--- src/design/lcfp_pkg.sv ---
// ----------------------------------------------------------------------------
// Lift command frame parser package
// Header bytes, status codes and the result record shared across the block.
// ----------------------------------------------------------------------------
package lcfp_pkg;

	localparam logic [7:0] HDR_FIRST  = 8'hAA;
	localparam logic [7:0] HDR_SECOND = 8'h55;

	localparam int FRAME_FIELDS = 5;

	localparam logic [1:0] ST_OK     = 2'd0;
	localparam logic [1:0] ST_NOHDR  = 2'd1;
	localparam logic [1:0] ST_SHORT  = 2'd2;
	localparam logic [1:0] ST_BADSUM = 2'd3;

	typedef struct packed {
		logic [1:0] status;
		logic [7:0] from_floor;
		logic [7:0] to_floor;
		logic [7:0] command_code;
		logic [7:0] car_number;
		logic [7:0] vehicle_number;
	} result_t;

endpackage

--- src/design/lcfp_if.sv ---
// ----------------------------------------------------------------------------
// Lift command frame parser channels
// Valid/ready channels for received bytes and for frame reports.
// ----------------------------------------------------------------------------
interface lcfp_byte_if;
	logic       valid;
	logic       ready;
	logic [7:0] data_byte;
	logic       last_byte;

	modport source (output valid, output data_byte, output last_byte, input ready);
	modport sink   (input valid, input data_byte, input last_byte, output ready);
endinterface

interface lcfp_result_if;
	logic       valid;
	logic       ready;
	logic [1:0] status;
	logic [7:0] from_floor;
	logic [7:0] to_floor;
	logic [7:0] command_code;
	logic [7:0] car_number;
	logic [7:0] vehicle_number;

	modport source (output valid, output status, output from_floor, output to_floor,
		output command_code, output car_number, output vehicle_number, input ready);
	modport sink   (input valid, input status, input from_floor, input to_floor,
		input command_code, input car_number, input vehicle_number, output ready);
endinterface

--- src/design/lcfp_parse_core.sv ---
// ----------------------------------------------------------------------------
// Lift command frame parser core
// Header hunt, field capture and checksum state, updated once per step.
// ----------------------------------------------------------------------------
module lcfp_parse_core (
	input  logic                clk,
	input  logic                arst_n,
	input  logic                step,
	input  logic [7:0]          data_byte,
	input  logic                last_byte,
	output logic                res_valid,
	output lcfp_pkg::result_t   res
);

	localparam logic [3:0] PH_HUNT   = 4'd0;
	localparam logic [3:0] PH_GOT_AA = 4'd1;
	localparam logic [3:0] PH_FIELD0 = 4'd2;
	localparam logic [3:0] PH_FIELD4 = 4'd6;
	localparam logic [3:0] PH_CHECK  = 4'd7;
	localparam logic [3:0] PH_DONE   = 4'd8;

	logic [3:0] phase_q;
	logic [7:0] sum_q;
	logic [7:0] field_q [lcfp_pkg::FRAME_FIELDS];

	logic [3:0] phase_d;
	logic [3:0] phase_mid;
	logic [7:0] sum_d;
	logic       capture;
	logic [2:0] field_idx;

	assign field_idx = 3'(phase_q - PH_FIELD0);

	always_comb begin
		phase_mid = phase_q;
		sum_d     = sum_q;
		capture   = 1'b0;
		res_valid = 1'b0;
		res       = '0;
		case (phase_q) inside
			PH_HUNT: begin
				if (data_byte == lcfp_pkg::HDR_FIRST)
					phase_mid = PH_GOT_AA;
			end
			PH_GOT_AA: begin
				if (data_byte == lcfp_pkg::HDR_SECOND) begin
					phase_mid = PH_FIELD0;
					sum_d     = lcfp_pkg::HDR_FIRST + lcfp_pkg::HDR_SECOND;
				end else if (data_byte != lcfp_pkg::HDR_FIRST) begin
					phase_mid = PH_HUNT;
				end
			end
			[PH_FIELD0:PH_FIELD4]: begin
				capture   = 1'b1;
				sum_d     = sum_q + data_byte;
				phase_mid = phase_q + 4'd1;
			end
			PH_CHECK: begin
				res_valid = 1'b1;
				phase_mid = PH_DONE;
				if (data_byte == sum_q) begin
					res.status         = lcfp_pkg::ST_OK;
					res.from_floor     = field_q[0];
					res.to_floor       = field_q[1];
					res.command_code   = field_q[2];
					res.car_number     = field_q[3];
					res.vehicle_number = field_q[4];
				end else begin
					res.status = lcfp_pkg::ST_BADSUM;
				end
			end
			default: begin
				// reported: ignore until the end of the buffer
			end
		endcase

		phase_d = phase_mid;
		if (last_byte) begin
			// report an unfinished frame, then start over
			if (!res_valid && phase_mid < PH_DONE) begin
				res_valid  = 1'b1;
				res.status = (phase_mid < PH_FIELD0) ? lcfp_pkg::ST_NOHDR
					: lcfp_pkg::ST_SHORT;
			end
			phase_d = PH_HUNT;
			sum_d   = '0;
		end
	end

	always_ff @(posedge clk or negedge arst_n) begin
		if (!arst_n) begin
			phase_q <= PH_HUNT;
			sum_q   <= '0;
		end else if (step) begin
			phase_q <= phase_d;
			sum_q   <= sum_d;
		end
	end

	// every field is rewritten after each header before an OK report reads it, so no reset is needed
	always_ff @(posedge clk) begin
		if (step && capture)
			field_q[field_idx] <= data_byte;
	end

endmodule

--- src/design/lift_command_frame_parser_top.sv ---
// ----------------------------------------------------------------------------
// Lift command frame parser
// Byte stream in, one status report per buffer out.
// ----------------------------------------------------------------------------
// Path: the byte that causes a report is held in the input register, and the
// report is then captured in the result register, which drives the output.
// Throughput: one byte per cycle, unless a waiting report stalls on reports.ready.
// Reset: arst_n clears both pipeline valids and puts the parser back to
// hunting for the header with a zero running sum.
module lift_command_frame_parser_top (
	input  logic                 clk,
	input  logic                 arst_n,
	lcfp_byte_if.sink            bytes,
	lcfp_result_if.source        reports
);

	logic              valid_s1;
	logic [7:0]        data_s1;
	logic              last_s1;
	logic              valid_s2;
	lcfp_pkg::result_t res_s2;

	logic              advance;
	logic              core_valid;
	lcfp_pkg::result_t core_res;

	// the byte in stage one moves on once the result register can take it
	assign advance     = valid_s1 && (!valid_s2 || reports.ready);
	assign bytes.ready = !valid_s1 || advance;

	always_ff @(posedge clk or negedge arst_n) begin
		if (!arst_n) begin
			valid_s1 <= 1'b0;
		end else if (bytes.ready) begin
			valid_s1 <= bytes.valid;
		end
	end

	always_ff @(posedge clk) begin
		if (bytes.ready && bytes.valid) begin
			data_s1 <= bytes.data_byte;
			last_s1 <= bytes.last_byte;
		end
	end

	lcfp_parse_core u_core (
		.clk       (clk),
		.arst_n    (arst_n),
		.step      (advance),
		.data_byte (data_s1),
		.last_byte (last_s1),
		.res_valid (core_valid),
		.res       (core_res)
	);

	always_ff @(posedge clk or negedge arst_n) begin
		if (!arst_n) begin
			valid_s2 <= 1'b0;
		end else if (advance) begin
			valid_s2 <= core_valid;
		end else if (reports.ready) begin
			valid_s2 <= 1'b0;
		end
	end

	always_ff @(posedge clk) begin
		if (advance && core_valid)
			res_s2 <= core_res;
	end

	assign reports.valid          = valid_s2;
	assign reports.status         = res_s2.status;
	assign reports.from_floor     = res_s2.from_floor;
	assign reports.to_floor       = res_s2.to_floor;
	assign reports.command_code   = res_s2.command_code;
	assign reports.car_number     = res_s2.car_number;
	assign reports.vehicle_number = res_s2.vehicle_number;

endmodule

--- src/flat_wrapper.sv ---
// flat-port wrapper written by rule: the top's interface ports become plain ports
module lift_command_frame_parser_top_flat 
  (clk, arst_n, bytes_valid, bytes_data_byte, bytes_last_byte, bytes_ready, reports_valid, reports_status, reports_from_floor, reports_to_floor, reports_command_code, reports_car_number, reports_vehicle_number, reports_ready);
  lcfp_byte_if bytes_i ();
  lcfp_result_if reports_i ();
  input  logic clk;
  input  logic arst_n;
  input wire logic [$bits(bytes_i.valid)-1:0] bytes_valid;
  input wire logic [$bits(bytes_i.data_byte)-1:0] bytes_data_byte;
  input wire logic [$bits(bytes_i.last_byte)-1:0] bytes_last_byte;
  output wire logic [$bits(bytes_i.ready)-1:0] bytes_ready;
  output wire logic [$bits(reports_i.valid)-1:0] reports_valid;
  output wire logic [$bits(reports_i.status)-1:0] reports_status;
  output wire logic [$bits(reports_i.from_floor)-1:0] reports_from_floor;
  output wire logic [$bits(reports_i.to_floor)-1:0] reports_to_floor;
  output wire logic [$bits(reports_i.command_code)-1:0] reports_command_code;
  output wire logic [$bits(reports_i.car_number)-1:0] reports_car_number;
  output wire logic [$bits(reports_i.vehicle_number)-1:0] reports_vehicle_number;
  input wire logic [$bits(reports_i.ready)-1:0] reports_ready;
  assign bytes_i.valid = bytes_valid;
  assign bytes_i.data_byte = bytes_data_byte;
  assign bytes_i.last_byte = bytes_last_byte;
  assign bytes_ready = bytes_i.ready;
  assign reports_valid = reports_i.valid;
  assign reports_status = reports_i.status;
  assign reports_from_floor = reports_i.from_floor;
  assign reports_to_floor = reports_i.to_floor;
  assign reports_command_code = reports_i.command_code;
  assign reports_car_number = reports_i.car_number;
  assign reports_vehicle_number = reports_i.vehicle_number;
  assign reports_i.ready = reports_ready;
  lift_command_frame_parser_top u_core (.clk(clk), .arst_n(arst_n), .bytes(bytes_i), .reports(reports_i));
endmodule
--- config.mk ---
export PLATFORM = sky130hd
export DESIGN_NAME = lift_command_frame_parser_top_flat
export DESIGN_NICKNAME = d
export VERILOG_FILES = /design/src/design/lcfp_pkg.sv /design/src/design/lcfp_if.sv /design/src/design/lcfp_parse_core.sv /design/src/design/lift_command_frame_parser_top.sv /design/src/flat_wrapper.sv
export SDC_FILE = /design/constraint.sdc
export NUM_CORES = 1
export LEC_CHECK = 0
export BUFFER_PORTS_ARGS = -buffer_cell sky130_fd_sc_hd__buf_2
export CAP_MARGIN = 20
export CORE_UTILIZATION = 24
export CTS_CLUSTER_SIZE = 12
export DETAILED_ROUTE_END_ITERATION = 8
export GPL_ROUTABILITY_DRIVEN = 0
export GPL_TIMING_DRIVEN = 0
export MAX_ROUTING_LAYER = met4
export PLACE_DENSITY_LB_ADDON = 0.2
export SLEW_MARGIN = 25
export SYNTH_ARGS = -nofsm -noshare
export SYNTH_HDL_FRONTEND = slang
export SYNTH_SLANG_ARGS = --single-unit
--- constraint.sdc ---
create_clock -name clk -period 3.5 [get_ports clk]
set_input_delay 0.35 -clock clk [delete_from_list [all_inputs] [get_ports clk]]
set_output_delay 0.35 -clock clk [all_outputs]
set_load 0.005 [all_outputs]
==> results.tsv <==
stage	metric	value	unit
synth	Synth Flop Type	edfxtp_1	
timing	endpoints failing setup	0	
synth	Post-synth EDFFs	91	
critical_path	FF-to-FF path depth	8	
timing	Slew HR	51.8	%
clock_network	clk sinks	105	
global_route	largest net degree at the start of global routing	34	
finish	Layout Nets	385	
timing	Period minus WS final	2.98	ns
global_route	first-pass GRT wire length	13800	um
power_and_ir_drop	clock share of power	39.0	%
run	maxcap violations	0	
power_and_ir_drop	Internal Power	1950	uW
global_route	met1 Resource Use GR	13.0	%
floorplanning	Core ar.	17500	sq um
global_route	initial antenna violation count	0	
route	Routed WL	9000	um
synth	Synth warnings	0	
route	Wirelength per Cell	15.2	um
synth	#FFs+latches synth	105	
global_route	remaining global-route overflow	0	
route	routed vias/inst	4.31	
global_route	vias in the first global route	2484	
clock_network	Resize count post-CTS	0	
finish	area of the multi-input gates	1200	sq um
power_and_ir_drop	Tot Pwr	2520	uW
timing	fmax	336	MHz
critical_path	critical path required time	3.49	ns
global_route	gr usage total	10.6	%
timing	Tcrit/Tclk final	85.1	%
global_route	met3 GRT Util	3.48	%
synth	Syn Std Cell Area	4350	sq um
power_and_ir_drop	Pwr Density	480	nW/um^2
route	post-route ant nets	0	
floorplanning	height of the die	137	um
finish	sequential standard cell area	3080	sq um
synth	cell count after synthesis	291	
run_status	status	finished clean	
synth	synth unique cells	57	
power_and_ir_drop	Comb power frac	4.4	%
finish	number of fill cells	1765	
min_path	worst hold path type	in2reg	
critical_path	worst reg2reg endpoint	u_core.u_core.field_q[2][1]	
route	# DRC	0	
critical_path	Setup crit start	u_core.u_core.phase_q[1]	
synth	register area share after synthesis	70.8	%
finish	layout cells sized above 1	26.8	%
synth	ys async rst share	13.3	%
clock_network	CTS max path bufs	2	
floorplanning	die width	137	um
timing	actual slew at the worst max-slew pin	0.720	ns
timing	final max-slew violation count	0	
power_and_ir_drop	Max VDD drop	0.258	mV
global_route	met2 Track Usage GR	15.5	%
critical_path	crit-path cells	buf_2 -> inv_1 -> ha_1 -> nor4b_1 -> a21oi_1 -> nor2_1 -> nand3_1 -> nor3_2	
synth	syn_nets	316	
clock_network	Hold Buf Count CTS	1	
timing	Max Clock Skew	0.00589	ns
route	DRT iter0 DRCs	171	
power_and_ir_drop	Leakage	0.00197	uW
critical_path	crit end category	flip-flop	
floorplanning	I/O pins	57	
clock_network	CTS tree	yes	
finish	Inserted Diodes	0	
power_and_ir_drop	Switching Fraction	22.8	%
clock_network	clk_lat worst skew	0.35	ns
global_route	GR peak layer	met2	
critical_path	Slowest-stage cell, CP	nor3_2	
floorplanning	row count	48	
critical_path	CP arrival	2.97	ns
power_and_ir_drop	Psw	573	uW
finish	Syn-to-layout area delta	20.7	%
critical_path	launching point of the worst reg2reg path	u_core.u_core.phase_q[1]	
timing	Hold Fails Final Rpt	0	
min_path	Worst Hold Path Cells	1	
critical_path	Largest stage delay, worst path	0.57	ns
critical_path	CP max FO	10	
synth	Avg Synthesized Cell Area	15.0	sq um
clock_network	Post-CTS Setup Bufs	0	
timing	WHS	0.169	ns
floorplanning	DIE AREA	18700	sq um
timing	unrepaired setup endpoints after global routing	no	
critical_path	Top Family by Delay on Critical Path	simple AND/OR/NAND/NOR gates	
clock_network	clock root buffer	clkbuf_16	
floorplanning	Initial Util	24.9	%
clock_network	Clk pin slew, worst setup/hold paths	0.07	ns
min_path	worst hold path startpoint	bytes_data_byte[5]	
placement	hpwl dp	6220	um
min_path	Hold EP	u_core.data_s1[5]	
route	DRT Pass-1 Iters	4	
clock_network	H-tree depth	3	
critical_path	CP Class	reg2reg	
placement	Port Buffers	56	
route	routed vias	2543	
critical_path	Reg2Reg Setup Slack	0.52	ns
power_and_ir_drop	Reg power frac	56.6	%
clock_network	Num CTS Buffers	9	
critical_path	worst path bufs/invs	2	
critical_path	Startpoint Class	flip-flop	
==> worst max-delay path by stage <==
stage,slack (ns),depth (start not counted),end
final,0.52,8,u_core.u_core.field_q[2][1]
after global routing,0.29,8,u_core.u_core.field_q[0][6]
after CTS,0.24,8,u_core.u_core.field_q[4][3]
after detailed placement,0.24,8,u_core.u_core.field_q[4][3]
after global placement,-0.05,7,u_core.reports.command_code[4]
after floorplan,0.73,7,u_core.reports.car_number[0]
==> power groups by stage <==
stage / Combinational, uW / Clock (uW) / Sequential [uW]
after global placement: 106 / 0 / 1460
final: 110 / 982 / 1430
after floorplan: 51.9 / 0 / 1440
after detailed placement: 111 / 0 / 1460
after CTS: 113 / 1020 / 1430
after global routing: 125 / 1070 / 1430
==> worst register-to-register path, cell delays in order (launching register included) <==
cell and delay [ns]:
dfrtp_1 0.42, buf_2 0.25, inv_1 0.15, ha_1 0.29, nor4b_1 0.42, a21oi_1 0.15
nor2_1 0.17, nand3_1 0.19, nor3_2 0.57
==> per-layer routing <==
layer  up-vias  wire length [um]  share of wire (%)
li1       1231                 -                  -
met3        18               550                6.1
met1      1206              4140                 46
met2        88              4030                 45
met5         -                 0                  0
met4         0               276                3.1
==> per-stage QoR <==
stage	instances	utilization [%]	setup WS [ns]	area [sq um]	TNS [ns]
2_1_floorplan	291	-	0.726	4350	0
3_3_place_gp	572	28.1	-0.0479	4910	-1.90
3_5_place_dp	573	28.3	0.241	4940	0
4_1_cts	590	30.0	0.242	5250	0
5_1_grt	590	30.0	0.294	5250	0
6_report	590	30.0	0.521	5250	0
==> kinds of logic after synthesis <==
logic type                 synth area share (%)
AOI/OAI and AO/OA                          7.99
xor gates and xnor gates                  0.403
adders and majority gates                  3.62
buffers and inverters                      1.90
DFF                                        70.8
muxes                                     0.748
and+or+nand+nor                            14.5
==> cell type report <==
| cell class | instances | share of cell area (%) |
|---|---|---|
| Sequential cell | 105 | 58.7 |
| Clock buffer | 9 | 4.29 |
| Inverter | 8 | 0.572 |
| Timing Repair Buffer | 58 | 5.91 |
| Buffer | 9 | 1.00 |
| Tap cell | 225 | 5.36 |
| Clock inverter | 7 | 1.29 |
| Multi-Input combinational cell | 169 | 22.9 |
==> state kept, by name, indices dropped and copies added (netlist names) <==
signal and cells:
u_core.u_core.field_q 40, u_core.u_core.sum_q 8, u_core.u_core.phase_q 4, u_core.reports.command_code 8
u_core.data_s1 8, u_core.last_s1 1, u_core.reports.to_floor 8, u_core.reports.vehicle_number 8
u_core.reports.car_number 8, u_core.reports.status 2, u_core.reports.valid 1, u_core.reports.from_floor 8
u_core.valid_s1 1
==> cell usage after synthesis (2+ instances only) <==
library cell	number	area (sq um)
o21ai_0	9	45.0
o21a_1	2	15.0
a32o_1	2	20.0
edfxtp_1	91	2730
nand2_1	10	37.5
and4bb_2	2	25.0
a21o_1	2	15.0
a211o_1	2	17.5
inv_1	8	30.0
mux2_2	2	22.5
a22o_1	4	35.0
nor4bb_1	2	20.0
a31oi_1	4	25.0
dfrtp_1	14	350
clkbuf_2	4	20.0
and2b_1	2	15.0
nor2_1	13	48.8
o2bb2ai_1	3	26.3
buf_2	2	10.0
nand2b_1	5	31.3
ha_1	11	138
nand3_1	4	20.0
and2_1	43	269
a21oi_1	8	40.0
nor3_1	9	45.0
nor4b_1	2	17.5
==> layout by cell type, fill, tap and decap left out, types with 2 or more instances in the layout <==
| master | n |
|---|---|
| clkbuf_16 | 9 |
| ha_1 | 11 |
| nor3_1 | 6 |
| nor3_2 | 3 |
| and2b_1 | 2 |
| a211o_1 | 2 |
| mux2_2 | 2 |
| a21o_1 | 2 |
| a32o_1 | 2 |
| nand3_1 | 4 |
| a21oi_1 | 8 |
| and2_1 | 43 |
| edfxtp_1 | 91 |
| inv_1 | 7 |
| buf_2 | 58 |
| inv_6 | 3 |
| o2bb2ai_1 | 3 |
| nand2b_1 | 5 |
| o21ai_0 | 9 |
| o21a_1 | 2 |
| and4bb_2 | 2 |
| a22o_1 | 4 |
| nand2_1 | 10 |
| nor4b_1 | 2 |
| clkbuf_2 | 4 |
| dfrtp_1 | 14 |
| nor4bb_1 | 2 |
| a31oi_1 | 4 |
| nor2_1 | 13 |
Power figures use the tool's default switching activity.
